File: config.mk
export PLATFORM = sky130hd
export DESIGN_NAME = utf8_cyrillic_transliterator_top
export DESIGN_NICKNAME = d
export VERILOG_FILES = /design/src/design/ucyr_pkg.sv /design/src/design/ucyr_front.sv /design/src/design/ucyr_queue.sv /design/src/design/ucyr_back.sv /design/src/design/utf8_cyrillic_transliterator_top.sv
export SDC_FILE = /design/constraint.sdc
export NUM_CORES = 1
export LEC_CHECK = 0
export ABC_AREA = 1
export BUFFER_PORTS_ARGS = -buffer_cell sky130_fd_sc_hd__buf_2
export CAP_MARGIN = 40
export CORE_ASPECT_RATIO = 1.4
export CORE_MARGIN = 2
export CORE_UTILIZATION = 43
export DETAILED_ROUTE_END_ITERATION = 6
export HOLD_SLACK_MARGIN = 0.02
export SLEW_MARGIN = 20
export SYNTH_ARGS = -nofsm -noshare
export SYNTH_HDL_FRONTEND = slang
export SYNTH_HIERARCHICAL = 1
export SYNTH_SLANG_ARGS = --single-unit
export TNS_END_PERCENT = 1
File: constraint.sdc
create_clock -name clock -period 6.2 [get_ports clock]
set_clock_uncertainty 0.15 [all_clocks]
set_input_delay 1.24 -clock clock [delete_from_list [all_inputs] [get_ports clock]]
set_output_delay 1.24 -clock clock [all_outputs]
set_load 0.01 [all_outputs]
File: src/design/ucyr_pkg.sv
// Package for the UTF-8 Cyrillic transliterator: job type, queue sizing,
// code point constants and the Cyrillic-to-Latin letter table.
// Depends on nothing; used by the front, queue and back modules.
package ucyr_pkg;

   // Largest number of characters one input byte can give.
   localparam int MAX_CHARS      = 4;
   localparam int COUNT_BITS     = $clog2(MAX_CHARS + 1);
   localparam int INDEX_BITS     = $clog2(MAX_CHARS);

   // Depth of the job queue between the front and back parts.
   localparam int QUEUE_DEPTH    = 2;
   localparam int QUEUE_PTR_BITS = $clog2(QUEUE_DEPTH);
   localparam int QUEUE_CNT_BITS = $clog2(QUEUE_DEPTH + 1);

   // Byte classification.
   localparam logic [7:0] LEAD_MASK    = 8'hE0;
   localparam logic [7:0] LEAD_PATTERN = 8'hC0;
   localparam logic [7:0] LEAD_BITS    = 8'h1F;
   localparam logic [7:0] TRAIL_BITS   = 8'h3F;

   // Code points.
   localparam logic [10:0] CODE_TABLE_BASE = 11'h410;
   localparam logic [10:0] CODE_TABLE_END  = 11'h450;
   localparam logic [10:0] CODE_YO_UPPER   = 11'h401;
   localparam logic [10:0] CODE_YO_LOWER   = 11'h451;

   localparam logic [7:0] CHAR_UNKNOWN = 8'h3F;
   localparam logic [7:0] CASE_BIT     = 8'h20;

   // One unit of work: the characters to emit, first in element zero.
   typedef struct packed {
      logic [COUNT_BITS-1:0]          count;
      logic [MAX_CHARS-1:0][7:0]      chars;
   } job_type;

   function automatic job_type mk_job(input logic [COUNT_BITS-1:0] n,
                                      input logic [7:0] c0, input logic [7:0] c1,
                                      input logic [7:0] c2, input logic [7:0] c3);
      job_type j;
      j.count = n;
      j.chars = {c3, c2, c1, c0};
      return j;
   endfunction

   // Capital-form table over the 32 letter positions. The lower-case half
   // differs only in the first letter, which the caller adjusts.
   function automatic job_type letter_job(input logic [4:0] idx);
      job_type j;
      unique case (idx)
         5'd0:  j = mk_job(3'd1, "A", 8'h00, 8'h00, 8'h00);
         5'd1:  j = mk_job(3'd1, "B", 8'h00, 8'h00, 8'h00);
         5'd2:  j = mk_job(3'd1, "V", 8'h00, 8'h00, 8'h00);
         5'd3:  j = mk_job(3'd1, "G", 8'h00, 8'h00, 8'h00);
         5'd4:  j = mk_job(3'd1, "D", 8'h00, 8'h00, 8'h00);
         5'd5:  j = mk_job(3'd1, "E", 8'h00, 8'h00, 8'h00);
         5'd6:  j = mk_job(3'd2, "Z", "h", 8'h00, 8'h00);
         5'd7:  j = mk_job(3'd1, "Z", 8'h00, 8'h00, 8'h00);
         5'd8:  j = mk_job(3'd1, "I", 8'h00, 8'h00, 8'h00);
         5'd9:  j = mk_job(3'd1, "Y", 8'h00, 8'h00, 8'h00);
         5'd10: j = mk_job(3'd1, "K", 8'h00, 8'h00, 8'h00);
         5'd11: j = mk_job(3'd1, "L", 8'h00, 8'h00, 8'h00);
         5'd12: j = mk_job(3'd1, "M", 8'h00, 8'h00, 8'h00);
         5'd13: j = mk_job(3'd1, "N", 8'h00, 8'h00, 8'h00);
         5'd14: j = mk_job(3'd1, "O", 8'h00, 8'h00, 8'h00);
         5'd15: j = mk_job(3'd1, "P", 8'h00, 8'h00, 8'h00);
         5'd16: j = mk_job(3'd1, "R", 8'h00, 8'h00, 8'h00);
         5'd17: j = mk_job(3'd1, "S", 8'h00, 8'h00, 8'h00);
         5'd18: j = mk_job(3'd1, "T", 8'h00, 8'h00, 8'h00);
         5'd19: j = mk_job(3'd1, "U", 8'h00, 8'h00, 8'h00);
         5'd20: j = mk_job(3'd1, "F", 8'h00, 8'h00, 8'h00);
         5'd21: j = mk_job(3'd2, "K", "h", 8'h00, 8'h00);
         5'd22: j = mk_job(3'd2, "T", "s", 8'h00, 8'h00);
         5'd23: j = mk_job(3'd2, "C", "h", 8'h00, 8'h00);
         5'd24: j = mk_job(3'd2, "S", "h", 8'h00, 8'h00);
         5'd25: j = mk_job(3'd4, "S", "h", "c", "h");
         5'd26: j = mk_job(3'd0, 8'h00, 8'h00, 8'h00, 8'h00);
         5'd27: j = mk_job(3'd1, "Y", 8'h00, 8'h00, 8'h00);
         5'd28: j = mk_job(3'd0, 8'h00, 8'h00, 8'h00, 8'h00);
         5'd29: j = mk_job(3'd1, "E", 8'h00, 8'h00, 8'h00);
         5'd30: j = mk_job(3'd2, "Y", "u", 8'h00, 8'h00);
         5'd31: j = mk_job(3'd2, "Y", "a", 8'h00, 8'h00);
         default: j = mk_job(3'd0, 8'h00, 8'h00, 8'h00, 8'h00);
      endcase
      return j;
   endfunction

   // Maps an 11-bit code point to the characters it becomes.
   function automatic job_type map_code(input logic [10:0] code);
      job_type     j;
      logic [10:0] offset;
      offset = code - CODE_TABLE_BASE;
      if (code == CODE_YO_UPPER) begin
         j = mk_job(3'd1, "E", 8'h00, 8'h00, 8'h00);
      end else if (code == CODE_YO_LOWER) begin
         j = mk_job(3'd1, "e", 8'h00, 8'h00, 8'h00);
      end else if (code >= CODE_TABLE_BASE && code < CODE_TABLE_END) begin
         j = letter_job(offset[4:0]);
         if (offset[5]) begin
            j.chars[0] = j.chars[0] | CASE_BIT;
         end
      end else begin
         j = mk_job(3'd1, CHAR_UNKNOWN, 8'h00, 8'h00, 8'h00);
      end
      return j;
   endfunction

endpackage

File: src/design/ucyr_front.sv
// Front part of the transliterator: accepts input bytes, tracks a held two-byte
// lead and pushes a job for each plain byte or pair that yields characters.
// Depends on ucyr_pkg.
module ucyr_front (
   input  logic              clock,
   input  logic              reset,
   input  logic              req_valid,
   output logic              req_stall,
   input  logic [7:0]        req_byte_value,
   input  logic              req_end_of_text,
   output logic              push_valid,
   output ucyr_pkg::job_type push_job,
   input  logic              queue_full
);
   import ucyr_pkg::*;

   logic       lead_pending_ff, lead_pending_in;
   logic [4:0] lead_bits_ff,    lead_bits_in;
   logic       accept;
   logic       is_lead;
   job_type    pair_job;

   // A transaction is taken only while the queue has room for its job.
   assign req_stall = queue_full;
   assign accept    = req_valid && !queue_full;
   assign is_lead   = (req_byte_value & LEAD_MASK) == LEAD_PATTERN;
   assign pair_job  = map_code({lead_bits_ff, req_byte_value[5:0]});

   // Classify the byte: partner of a held lead, new lead, or plain byte.
   always_comb begin
      lead_pending_in = lead_pending_ff;
      lead_bits_in    = lead_bits_ff;
      push_valid      = 1'b0;
      push_job        = mk_job(3'd1, req_byte_value, 8'h00, 8'h00, 8'h00);
      if (accept) begin
         priority if (lead_pending_ff) begin
            lead_pending_in = 1'b0;
            lead_bits_in    = 5'd0;
            push_job        = pair_job;
            push_valid      = pair_job.count != '0;
         end else if (is_lead && !req_end_of_text) begin
            lead_pending_in = 1'b1;
            lead_bits_in    = req_byte_value[4:0];
         end else begin
            push_valid      = 1'b1;
         end
      end
   end

   always_ff @(posedge clock) begin
      if (reset) begin
         lead_pending_ff <= 1'b0;
         lead_bits_ff    <= 5'd0;
      end else begin
         lead_pending_ff <= lead_pending_in;
         lead_bits_ff    <= lead_bits_in;
      end
   end

   // With no lead held, the saved lead bits stay cleared.
   assert property (@(posedge clock) disable iff (reset)
      !lead_pending_ff |-> (lead_bits_ff == 5'd0))
      else $error("lead bits set while no lead is held");

   // A lead is never held across a push of its own byte.
   assert property (@(posedge clock) disable iff (reset)
      (accept && !lead_pending_ff && is_lead && !req_end_of_text) |-> !push_valid)
      else $error("lead byte produced a job");

   // Every job pushed carries at least one character.
   assert property (@(posedge clock) disable iff (reset)
      push_valid |-> (push_job.count != '0))
      else $error("empty job pushed");

endmodule

File: src/design/ucyr_queue.sv
// Short job queue between the front and back parts of the transliterator.
// Depends on ucyr_pkg for the job type and depth.
module ucyr_queue (
   input  logic              clock,
   input  logic              reset,
   input  logic              push_valid,
   input  ucyr_pkg::job_type push_job,
   output logic              full,
   output logic              head_valid,
   output ucyr_pkg::job_type head_job,
   input  logic              pop
);
   import ucyr_pkg::*;

   job_type                   entry_ff [QUEUE_DEPTH];
   logic [QUEUE_PTR_BITS-1:0] wr_ptr_ff, wr_ptr_in;
   logic [QUEUE_PTR_BITS-1:0] rd_ptr_ff, rd_ptr_in;
   logic [QUEUE_CNT_BITS-1:0] count_ff,  count_in;
   logic                      do_push;
   logic                      do_pop;

   assign full       = count_ff == QUEUE_CNT_BITS'(QUEUE_DEPTH);
   assign head_valid = count_ff != '0;
   assign head_job   = entry_ff[rd_ptr_ff];
   assign do_push    = push_valid && !full;
   assign do_pop     = pop && head_valid;

   // Pointer and fill count update.
   always_comb begin
      wr_ptr_in = wr_ptr_ff;
      rd_ptr_in = rd_ptr_ff;
      count_in  = count_ff;
      if (do_push) begin
         wr_ptr_in = (wr_ptr_ff == QUEUE_PTR_BITS'(QUEUE_DEPTH - 1)) ? '0 : wr_ptr_ff + 1'b1;
      end
      if (do_pop) begin
         rd_ptr_in = (rd_ptr_ff == QUEUE_PTR_BITS'(QUEUE_DEPTH - 1)) ? '0 : rd_ptr_ff + 1'b1;
      end
      unique case ({do_push, do_pop})
         2'b10:   count_in = count_ff + 1'b1;
         2'b01:   count_in = count_ff - 1'b1;
         default: count_in = count_ff;
      endcase
   end

   always_ff @(posedge clock) begin
      if (reset) begin
         wr_ptr_ff <= '0;
         rd_ptr_ff <= '0;
         count_ff  <= '0;
      end else begin
         wr_ptr_ff <= wr_ptr_in;
         rd_ptr_ff <= rd_ptr_in;
         count_ff  <= count_in;
      end
   end

   // Entry storage carries payload only.
   always_ff @(posedge clock) begin
      if (do_push) begin
         entry_ff[wr_ptr_ff] <= push_job;
      end
   end

   assert property (@(posedge clock) disable iff (reset)
      count_ff <= QUEUE_CNT_BITS'(QUEUE_DEPTH))
      else $error("queue fill count beyond depth");

   assert property (@(posedge clock) disable iff (reset)
      push_valid |-> !full)
      else $error("push into a full queue");

   assert property (@(posedge clock) disable iff (reset)
      pop |-> head_valid)
      else $error("pop from an empty queue");

endmodule

File: src/design/ucyr_back.sv
// Back part of the transliterator: walks the head job into the result
// register one character a cycle while rsp does not stall. Depends on ucyr_pkg.
module ucyr_back (
   input  logic              clock,
   input  logic              reset,
   input  logic              head_valid,
   input  ucyr_pkg::job_type head_job,
   output logic              pop,
   output logic              rsp_valid,
   input  logic              rsp_stall,
   output logic [7:0]        rsp_char_code,
   output logic              rsp_run_last
);
   import ucyr_pkg::*;

   logic                  rsp_valid_ff, rsp_valid_in;
   logic [7:0]            char_ff,      char_in;
   logic                  last_ff,      last_in;
   logic [INDEX_BITS-1:0] idx_ff,       idx_in;
   logic                  load;
   logic                  take;
   logic                  is_last;

   // The result register may be refilled when empty or being taken.
   assign load    = !rsp_valid_ff || !rsp_stall;
   assign take    = load && head_valid;
   assign is_last = (COUNT_BITS'(idx_ff) + 1'b1) == head_job.count;
   assign pop     = take && is_last;

   always_comb begin
      rsp_valid_in = rsp_valid_ff;
      char_in      = char_ff;
      last_in      = last_ff;
      idx_in       = idx_ff;
      if (load) begin
         rsp_valid_in = head_valid;
      end
      if (take) begin
         char_in = head_job.chars[idx_ff];
         last_in = is_last;
         idx_in  = is_last ? '0 : idx_ff + 1'b1;
      end
   end

   always_ff @(posedge clock) begin
      if (reset) begin
         rsp_valid_ff <= 1'b0;
         idx_ff       <= '0;
      end else begin
         rsp_valid_ff <= rsp_valid_in;
         idx_ff       <= idx_in;
      end
   end

   always_ff @(posedge clock) begin
      char_ff <= char_in;
      last_ff <= last_in;
   end

   assign rsp_valid     = rsp_valid_ff;
   assign rsp_char_code = char_ff;
   assign rsp_run_last  = last_ff;

   // The character index stays inside the head job.
   assert property (@(posedge clock) disable iff (reset)
      head_valid |-> (COUNT_BITS'(idx_ff) < head_job.count))
      else $error("character index beyond head job");

   // Between jobs the index is back at the first character.
   assert property (@(posedge clock) disable iff (reset)
      pop |=> (idx_ff == '0))
      else $error("index not rewound after job");

   assert property (@(posedge clock) disable iff (reset)
      !head_valid |-> (idx_ff == '0))
      else $error("index moved with no job");

endmodule

File: src/design/utf8_cyrillic_transliterator_top.sv
// Top level of the UTF-8 Cyrillic to Latin transliterator.
// Depends on ucyr_pkg, ucyr_front, ucyr_queue and ucyr_back.
//
//   Channel  Direction  Handshake             Payload
//   req      in         req_valid/req_stall   req_byte_value, req_end_of_text
//   rsp      out        rsp_valid/rsp_stall   rsp_char_code, rsp_run_last
//
// A byte is taken every cycle while the job queue has room. A byte that
// gives n results (0 to 4) holds the result register, one character a
// cycle while rsp does not stall, so that register sets the sustained
// rate, lowest for the longest letters. A byte's first result passes the
// job queue, then the result register. Reset clears the held lead, the
// queue and the result valid at the first clock edge with reset high.
// req_stall rises only when the queue is full, which happens when the rsp
// side stalls or when bytes arrive faster than multi-character jobs drain.
module utf8_cyrillic_transliterator_top (
   input  logic       clock,
   input  logic       reset,
   input  logic       req_valid,
   output logic       req_stall,
   input  logic [7:0] req_byte_value,
   input  logic       req_end_of_text,
   output logic       rsp_valid,
   input  logic       rsp_stall,
   output logic [7:0] rsp_char_code,
   output logic       rsp_run_last
);
   import ucyr_pkg::*;

   logic    push_valid;
   job_type push_job;
   logic    queue_full;
   logic    head_valid;
   job_type head_job;
   logic    pop;

   ucyr_front u_front (
      .clock           (clock),
      .reset           (reset),
      .req_valid       (req_valid),
      .req_stall       (req_stall),
      .req_byte_value  (req_byte_value),
      .req_end_of_text (req_end_of_text),
      .push_valid      (push_valid),
      .push_job        (push_job),
      .queue_full      (queue_full)
   );

   ucyr_queue u_queue (
      .clock      (clock),
      .reset      (reset),
      .push_valid (push_valid),
      .push_job   (push_job),
      .full       (queue_full),
      .head_valid (head_valid),
      .head_job   (head_job),
      .pop        (pop)
   );

   ucyr_back u_back (
      .clock         (clock),
      .reset         (reset),
      .head_valid    (head_valid),
      .head_job      (head_job),
      .pop           (pop),
      .rsp_valid     (rsp_valid),
      .rsp_stall     (rsp_stall),
      .rsp_char_code (rsp_char_code),
      .rsp_run_last  (rsp_run_last)
   );

endmodule

==> run_results.csv, run 1 <==
group,metric,value,unit
worst_setup_path,crit_path_start_kind,"primary input",
final_layout,layout-drive-gt1-share,0.226,
logic_synthesis,synth_area_leaders,"edfxtp_1, mux2_4, nand2_1",
route,routed-wl-met2,4750,µm
pwr,p_leak,2.17,nW
final_layout,finalNonFillerCells,631,
worst_setup_path,worstSetupPathType,"in2reg",
place,postPlaceCellArea,5080,µm²
flow_run,cap_violations,0,
route,viasPerCell,5.01,
worst_setup_path,crit_top_cell,"nor2_1",
worst_setup_path,cp-end-kind,"register",
route,vias,3159,
clock_tree,ctsLongestPathBuffers,2,
pwr,power_density,330,nW/µm²
logic_synthesis,syn_avg_cell_area,10.7,µm²
clock_tree,cts_resized,0,
sta,slew-limit-headroom,0.493,
place,port_buffers,23,
floorplan,die_h,132,µm
route,post_drt_wl_per_cell,14.6,µm
worst_setup_path,required,6020,ps
logic_synthesis,ys_ff_latch,93,
floorplan,ios,24,
floorplan,core_area,11300,µm²
route,wl_met3,308,µm
worst_setup_path,crit_chain,"buf_2 > inv_1 > ha_1 > nand2_1 > nor2_1 > nand3_2 > nand2_1 > nand3_1 > nand2_1 > nor2_1 > nor2_1 > inv_1 > nor2_1 > inv_1 > nor2_2 > buf_4",
pwr,ir_drop,0.000122,V
route,wl_met1,3910,µm
final_layout,final_area,5400,µm²
floorplan,die_w,95.2,µm
clock_tree,clkSinkCount,93,
route,top_layer_used,"met4",
final_layout,final_net_count,507,
clock_tree,post-cts-setup-buffers,0,
final_layout,fillerInstances,1052,
worst_setup_path,path_max_fanout,35,
logic_synthesis,yosys.area.top_type_share,0.474,
place,gp_routability_congestion,0.937,
route,ant_nets,0,
floorplan,start_util,0.441,
clock_tree,cts_htree_levels,3,
worst_setup_path,cp_slowest_cell,"buf_4",
sta,worstMarginPinSlew,760,ps
worst_hold_path,hp-class,"reg2reg",
grt,grt_overflow_total,0,
final_layout,regArea,2650,µm²
route,drt_first_pass_iters,4,
final_layout,area_delta_synth_final,7.80,%
final_layout,final_util,0.476,
logic_synthesis,synth_cell_types,39,
logic_synthesis,yosysSeqAreaShare,0.530,
sta,drv_slew,0,
grt,grt_pass1_wl,14800,µm
grt,grt_pass1_vias,3052,
worst_setup_path,crit_arrival,3270,ps
sta,rsz0062_at_grt,"no",
final_layout,n_antenna_cell,0,
clock_tree,cts_tree,"done",
logic_synthesis,yosysWarnings,6,
route,wl,9200,µm
sta,finalHoldViolations,0,
logic_synthesis,yosysTopAreaCell,"edfxtp_1",
grt,grt_antenna_before_repair,0,
clock_tree,path_clk_slew,60,ps
floorplan,rows,46,
sta,tns,0,ps
sta,fin_crit_sh,0.556,
clock_tree,root_buffer,"clkbuf_16",
logic_synthesis,netlist_instances,467,
pwr,p_total,1.78,mW
clock_tree,cts_buffers,9,
clock_tree,cts_hold_buf,0,
grt,grt_util_all_layers,0.152,
logic_synthesis,synth-edff-count,79,
final_layout,multi_input_area,1920,µm²
logic_synthesis,synthArstFlopShare,0,
route,drc,0,
place,hpwl,6410,µm
sta,finalCriticalPeriod,3450,ps
grt,grt_max_degree,36,
floorplan,fp.dieArea,12500,µm²
logic_synthesis,netlist_area,5000,µm²
place,place_inst,615,
logic_synthesis,synth_top_flop_cell,"edfxtp_1",
route,first_iter_violations,166,
run_status,status,"completed",
worst_setup_path,max_stage_delay,420,ps
sta,finalSetupViolCount,0,
clock_tree,insertion_delay,330,ps
sta,fmax,290,MHz
[report_power, final]
part	total [mW]	switching, mW	internal [mW]	leakage [nW]
Sequential	0.814	0.0285	0.785	0.863
Clock	0.573	0.220	0.353	0.151
Combinational	0.392	0.238	0.153	1.15
Total	1.78	0.487	1.29	2.17
[cells by family after synthesis]
| family | share of synthesized area |
|---|---|
| other cells | 0.000749 |
| simple gates | 0.168 |
| mux | 0.101 |
| buf+inv | 0.0942 |
| xor+xnor | 0.00175 |
| flops | 0.530 |
| compound gates | 0.0735 |
| fa+ha+maj | 0.0300 |
[Yosys cell counts (6+ instances only)]
library cell / count
buf_4: 19
dfxtp_1: 14
ha_1: 12
edfxtp_1: 79
nand2_1: 86
buf_6: 6
o21ai_1: 7
nor2_1: 47
nand3_1: 27
o22ai_1: 9
a21oi_1: 16
inv_2: 6
o21ai_0: 22
mux2_4: 30
inv_1: 38
[per-layer routing]
metal  up-vias  GRT usage
met5         -          0
met4         0     0.0725
met3        18     0.0258
met2        71      0.255
met1      1473      0.187
li1       1597          -
[path summary, 6_finish.rpt]
check	startpoint	endpoint	slack (ps)	cells after the start
worst max-delay path	req_byte_value[1]	u_queue/entry_ff[0][24]$_DFFE_PP_	2750	16
worst min-delay path	u_front/lead_bits_ff[3]$_SDFFE_PP0P_	u_front/lead_bits_ff[3]$_SDFFE_PP0P_	310	2
worst max register to register	register	u_queue/count_ff[1]$_SDFFE_PP0P_	3530	13
worst min register to register	u_front/lead_bits_ff[3]$_SDFFE_PP0P_	u_front/lead_bits_ff[3]$_SDFFE_PP0P_	310	2
[worst max-delay path: cells and delay by family]
| kind | cells | cell delay (ps) |
|---|---|---|
| AND/OR/NAND/NOR | 10 | 910 |
| adder cells (fa/ha/maj) | 1 | 250 |
| buffers and inverters | 5 | 840 |
[cells in the final DEF (no fill, tap or decap), types with 2 or more instances in the layout]
cell,instances
nand2_1,86
edfxtp_1,79
nor2_1,46
inv_1,38
mux2_4,30
nand3_1,27
buf_2,23
o21ai_0,22
a21oi_1,16
dfxtp_1,13
ha_1,12
conb_1,10
clkbuf_16,9
o22ai_1,9
o21ai_1,7
inv_2,6
buf_4,5
nor3_2,5
mux2_2,5
nand2_2,4
nor2_4,3
nor2_2,3
o211ai_1,3
bufinv_16,2
a21oi_2,2
or2_2,2
nand4_1,2
[stage by stage]
step,hold WS (ps),worst slack [ps]
CTS,315,2750
detailed placement,305,2400
global placement,305,2470
floorplan,285,1730
global route,338,2480
finish,314,2750
[area by class of cell]
class                      count  share of cell area
timing repair buffer          28              0.0283
multi-input combinational    305               0.355
sequential                    93               0.492
tap                          144              0.0334
inverter                      45              0.0327
clock inverter                 6              0.0160
clock buffer                  10              0.0424
[registers in the layout, indices dropped and copies added, names as in the netlist, named ones only]
signal / cells
u_front/lead_bits_ff: 5
u_back/rsp_char_code: 8
u_front/lead_pending_ff: 1
u_queue/count_ff: 2
u_back/rsp_run_last: 1
u_back/rsp_valid: 1
u_queue/wr_ptr_ff: 1
u_queue/entry_ff: 70
u_back/idx_ff: 2
u_queue/rd_ptr_ff: 1
No activity file was read; power rests on OpenSTA's default activity.
==> inputs of run 2 (changes only) <==
clock period = 3.25 ns   (was 6.2 ns; I/O delays follow)
==> run 2 against run 1 <==
First-iteration DRC count shrank 27%. Die area unchanged. Combinational power up 95%. Routed wire length grew 1.4%. Non-clock buffer count increased by 3. Critical path type unchanged. Highest routed layer unchanged.
==> run_results.csv, run 2 (synthesis gave the netlist of run 1 again) <==
group,metric,value,unit
route,post_drt_wl_per_cell,14.7,µm
place,hpwl,6680,µm
sta,tns,0,ps
worst_setup_path,worstRegToRegCells,12,
worst_setup_path,timing.rr.start,"u_back/idx_ff[1]$_SDFFE_PP0P_",
clock_tree,insertion_delay,330,ps
final_layout,largest_register_ffs,70,
final_layout,area_delta_synth_final,9.10,%
floorplan,die_w,95.2,µm
sta,drv_slew,0,
clock_tree,cts_hold_buf,0,
grt,grt_max_degree,36,
worst_setup_path,cp_slowest_cell,"ha_1",
floorplan,rows,46,
pwr,p_leak,2.20,nW
sta,fin_crit_sh,0.840,
sta,finalSetupViolCount,0,
floorplan,ios,24,
worst_setup_path,r2r_slack,880,ps
worst_setup_path,cp-end-kind,"register",
clock_tree,post-cts-setup-buffers,0,
sta,rsz0062_at_grt,"no",
route,vias,3175,
final_layout,layout-drive-gt1-share,0.235,
worst_setup_path,crit_path_start_kind,"primary input",
place,postPlaceCellArea,5130,µm²
sta,worstMarginPinSlew,517,ps
pwr,p_total,3.45,mW
worst_setup_path,max_stage_delay,330,ps
sta,slew-limit-headroom,0.655,
route,wl,9330,µm
floorplan,die_h,132,µm
clock_tree,path_clk_slew,70,ps
pwr,power_density,632,nW/µm²
floorplan,fp.dieArea,12500,µm²
grt,grt_pass1_wl,15700,µm
grt,grt_antenna_before_repair,0,
sta,finalHoldViolations,0,
clock_tree,cts_htree_levels,3,
worst_setup_path,critPathBufInv,5,
worst_setup_path,crit_start,"req_byte_value[1]",
worst_setup_path,required,3380,ps
worst_setup_path,crit_family,"simple AND/OR/NAND/NOR gates",
route,drt_first_pass_iters,4,
flow_run,cap_violations,0,
clock_tree,cts_buffers,9,
worst_setup_path,cp.depth,20,
sta,fmax,366,MHz
worst_setup_path,crit_top_cell,"nor2_1",
floorplan,core_area,11300,µm²
worst_setup_path,crit_chain,"buf_2 > inv_1 > ha_1 > nand2_1 > nor2_1 > nand3_2 > nand2_1 > nand3_1 > nand2_1 > nor2_1 > nor2_1 > inv_1 > nor2_1 > inv_1 > ha_1 > inv_1 > nand2_1 > nor2_1 > nor2_1 > nor2_1",
final_layout,final_net_count,510,
route,ant_nets,0,
grt,grt_overflow_total,0,
worst_setup_path,path_max_fanout,8,
final_layout,mostFrequentLayoutCell,"nand2_1",
sta,timing.final.ws_setup,519,ps
grt,grt_util_all_layers,0.161,
clock_tree,cts_resized,0,
route,drc,0,
worst_setup_path,reg2reg_to,"u_queue/count_ff[1]$_SDFFE_PP0P_",
route,viasPerCell,5.01,
final_layout,n_antenna_cell,0,
grt,grt_pass1_vias,3178,
route,first_iter_violations,121,
place,place_ws,189,ps
worst_hold_path,hp-class,"reg2reg",
sta,finalCriticalPeriod,2730,ps
pwr,ir_drop,0.000335,V
clock_tree,clkSinkCount,93,
run_status,status,"completed",
worst_setup_path,worstSetupPathType,"in2reg",
final_layout,largest_register,"u_queue/entry_ff",
floorplan,start_util,0.441,
final_layout,layout_common_cells,"nand2_1, edfxtp_1, nor2_1",
clock_tree,root_buffer,"clkbuf_16",
place,port_buffers,23,
clock_tree,ctsLongestPathBuffers,2,
worst_setup_path,crit_arrival,2860,ps
final_layout,final_area,5460,µm²
place,gp_routability_congestion,0.930,
clock_tree,cts_tree,"done",
worst_setup_path,crit_end,"u_queue/count_ff[1]$_SDFFE_PP0P_",
-- run 2: cell types whose count changed in the layout (fill, tap and decap cells not counted), sizes merged --
| cell | delta |
|---|---|
| buf | +3 |
| inv | +2 |
| clkbuf | -1 |
| clkinv | -1 |
-- run 2: worst register-to-register path: stages (launching register included) --
cell and delay [ps]:
dfxtp_1 550, ha_1 340, xnor2_1 310, nand4_4 130
inv_1 90, nand2_1 70, inv_1 90, ha_1 250
inv_1 80, nand2_1 50, nor2_1 80, nor2_1 50
nor2_1 90
-- run 2: how the worst min path moves through the flow --
stage	startpoint	to	slack (ps)	cells past startpoint
after CTS	u_front/lead_bits_ff[3]$_SDFFE_PP0P_	u_front/lead_bits_ff[3]$_SDFFE_PP0P_	310	2
final	u_front/lead_bits_ff[3]$_SDFFE_PP0P_	u_front/lead_bits_ff[3]$_SDFFE_PP0P_	310	2
after detailed placement	u_front/lead_bits_ff[3]$_SDFFE_PP0P_	u_front/lead_bits_ff[3]$_SDFFE_PP0P_	300	2
after floorplan	u_front/lead_bits_ff[1]$_SDFFE_PP0P_	u_front/lead_bits_ff[1]$_SDFFE_PP0P_	280	2
after global placement	u_front/lead_bits_ff[1]$_SDFFE_PP0P_	u_front/lead_bits_ff[1]$_SDFFE_PP0P_	300	2
after global routing	u_front/lead_bits_ff[3]$_SDFFE_PP0P_	u_front/lead_bits_ff[3]$_SDFFE_PP0P_	350	2
-- run 2: metrics by stage --
stage          hold WS, ps  utilization  cells
5_1_grt                354        0.482    634
2_1_floorplan          285            -    476
4_1_cts                314        0.482    634
6_report               312        0.482    634
3_3_place_gp           304        0.453    618
3_5_place_dp           303        0.453    618
-- run 2: per-layer routing --
metal	track usage	vias up	share of wire
met2	0.273	64	0.52
met4	0.0628	0	0.022
li1	-	1609	-
met3	0.0327	13	0.030
met5	0	-	0
met1	0.197	1489	0.43
-- run 2: cell type report --
class                           count  area, µm²
Sequential cell                    93       2650
Tap cell                          144        180
Inverter                           45        176
Clock inverter                      7        103
Timing Repair Buffer               31        200
Clock buffer                        9        225
Fill cell                        1050       5880
Multi-Input combinational cell    305       1920
-- run 2: report_power, final --
part	total (mW)	internal, mW	switching (mW)
Combinational	0.763	0.310	0.453
Sequential	1.56	1.50	0.0614
Clock	1.13	0.683	0.448
Total	3.45	2.49	0.963
==> inputs of run 3 (changes only) <==
clock period = 2.3 ns   (was 3.25 ns; I/O delays follow)
==> run 3 against run 2 <==
Power increased by 42%. Worst hold slack got worse by 28 ps. Worst setup slack got worse by 380 ps. Register-to-register slack got worse by 720 ps. Sequential power increased by 40%. Critical path type unchanged. Critical endpoint unchanged. Highest routed layer unchanged.
==> run_results.csv, run 3 (synthesis gave the netlist of run 1 again) <==
group,metric,value,unit
run_status,status,"completed",
grt,grt_overflow_total,0,
final_layout,area_delta_synth_final,20.0,%
final_layout,layout_common_cells,"nand2_1, edfxtp_1, buf_4",
pwr,p_leak,2.46,nW
final_layout,final_net_count,564,
route,drt_first_pass_iters,4,
worst_setup_path,crit_path_start_kind,"primary input",
worst_hold_path,hp-class,"in2reg",
place,hpwl,7520,µm
floorplan,die_w,95.2,µm
clock_tree,root_buffer,"clkbuf_16",
route,ant_nets,0,
floorplan,die_h,132,µm
worst_setup_path,cp-end-kind,"register",
place,place_ws,-325,ps
sta,timing.final.ws_setup,139,ps
floorplan,fp.dieArea,12500,µm²
place,port_buffers,23,
sta,rsz0062_at_grt,"yes",
worst_setup_path,crit_arrival,2290,ps
place,gp_routability_congestion,0.894,
final_layout,largest_register,"u_queue/entry_ff",
sta,fin_hold_ws,283,ps
final_layout,n_antenna_cell,0,
place,place_inst,667,
route,drc,0,
route,post_drt_wl_per_cell,14.8,µm
clock_tree,ctsLongestPathBuffers,2,
worst_setup_path,worstRegToRegCells,18,
clock_tree,insertion_delay,330,ps
floorplan,start_util,0.441,
sta,slew-limit-headroom,0.647,
pwr,ir_drop,0.000395,V
final_layout,mostFrequentLayoutCell,"nand2_1",
floorplan,core_area,11300,µm²
sta,finalSetupViolCount,0,
place,postPlaceCellArea,5560,µm²
clock_tree,cts_htree_levels,3,
worst_hold_path,min_delay_path_depth,2,
sta,worstMarginPinSlew,530,ps
clock_tree,path_clk_slew,60,ps
grt,grt_max_degree,30,
worst_setup_path,required,2430,ps
sta,finalHoldViolations,0,
worst_hold_path,worstHoldStart,"reset",
worst_setup_path,timing.rr.start,"u_front/lead_bits_ff[3]$_SDFFE_PP0P_",
sta,drv_slew,0,
worst_setup_path,r2r_slack,160,ps
worst_hold_path,worstHoldEndpoint,"u_front/lead_bits_ff[1]$_SDFFE_PP0P_",
pwr,power_density,816,nW/µm²
sta,fmax,463,MHz
sta,finalCriticalPeriod,2160,ps
grt,grt_util_all_layers,0.173,
grt,grt_antenna_before_repair,0,
grt,grt_pass1_vias,3420,
sta,tns,0,ps
worst_setup_path,reg2reg_to,"u_queue/count_ff[1]$_SDFFE_PP0P_",
final_layout,largest_register_ffs,70,
floorplan,ios,24,
grt,grt_pass1_wl,16600,µm
flow_run,cap_violations,0,
worst_setup_path,path_max_fanout,5,
clock_tree,cts_tree,"done",
clock_tree,clkSinkCount,93,
route,viasPerCell,4.98,
clock_tree,cts_buffers,9,
route,wl,10200,µm
route,vias,3428,
final_layout,layout-drive-gt1-share,0.360,
sta,fin_crit_sh,0.940,
route,first_iter_violations,160,
clock_tree,cts_hold_buf,0,
floorplan,rows,46,
worst_setup_path,worstSetupPathType,"in2reg",
final_layout,final_area,6010,µm²
final_layout,finalNonFillerCells,688,
-- run 3: cell count changes in the layout (fill, tap and decap cells not counted), moves of 4 or more --
| cell | before | now |
|---|---|---|
| buf_4 | 6 | 59 |
| inv_1 | 38 | 30 |
| nand2_1 | 86 | 81 |
| nand2_2 | 4 | 9 |
| inv_2 | 6 | 10 |
| nor2_1 | 46 | 42 |
-- run 3: worst max-delay path, stage by stage --
cell	delay (ps)
buf_12	110
inv_8	50
ha_4	140
nand2_2	50
nor2_2	110
nand3_2	110
buf_6	130
a21oi_4	110
nand2_1	60
nor2_1	100
nor2_1	40
inv_1	100
nor2_4	50
inv_2	100
ha_4	210
inv_2	60
nand2_1	50
nor2_1	90
nor2_1	60
nor2_1	80
-- run 3: where the power goes --
| group | internal (mW) | leakage, nW | switching (mW) |
|---|---|---|---|
| combinational | 0.544 | 1.45 | 0.709 |
| clock | 0.847 | 0.140 | 0.613 |
| sequential | 2.11 | 0.865 | 0.0766 |
-- run 3: layout make-up --
| class | count | area, µm² |
|---|---|---|
| clock buffer | 9 | 225 |
| clock inverter | 7 | 72.6 |
| fill | 960 | 5330 |
| inverter | 45 | 203 |
| multi-input combinational | 305 | 2010 |
| sequential | 93 | 2660 |
| tap | 144 | 180 |
| timing repair buffer | 85 | 654 |
-- run 3: what timing repair did --
action                     in CTS  in global routing
gates resized for setup         0                 37
buffers inserted                0                  5
setup endpoints to repair       0                 72
-- run 3: worst max-delay path by stage --
stage	startpoint	slack [ps]	endpoint
floorplan	req_byte_value[0]	-260	u_queue/entry_ff[1][0]$_DFFE_PP_
global placement	req_byte_value[1]	-290	u_queue/count_ff[1]$_SDFFE_PP0P_
detailed placement	req_byte_value[1]	-320	u_queue/count_ff[1]$_SDFFE_PP0P_
CTS	req_byte_value[1]	40	u_queue/count_ff[1]$_SDFFE_PP0P_
global route	req_byte_value[1]	-70	u_queue/count_ff[1]$_SDFFE_PP0P_
finish	req_byte_value[1]	140	u_queue/count_ff[1]$_SDFFE_PP0P_
-- run 3: per-stage QoR --
step	power, mW	util
global placement	3.40	0.491
floorplan	3.08	-
finish	4.90	0.530
detailed placement	3.43	0.491
global route	5.16	0.530
CTS	4.91	0.517
-- run 3: layer usage --
layer  global-route usage  routed length [µm]
met1                0.195                4060
met2                0.310                5490
met3               0.0321                 319
met4               0.0725                 294
met5                    0                   0
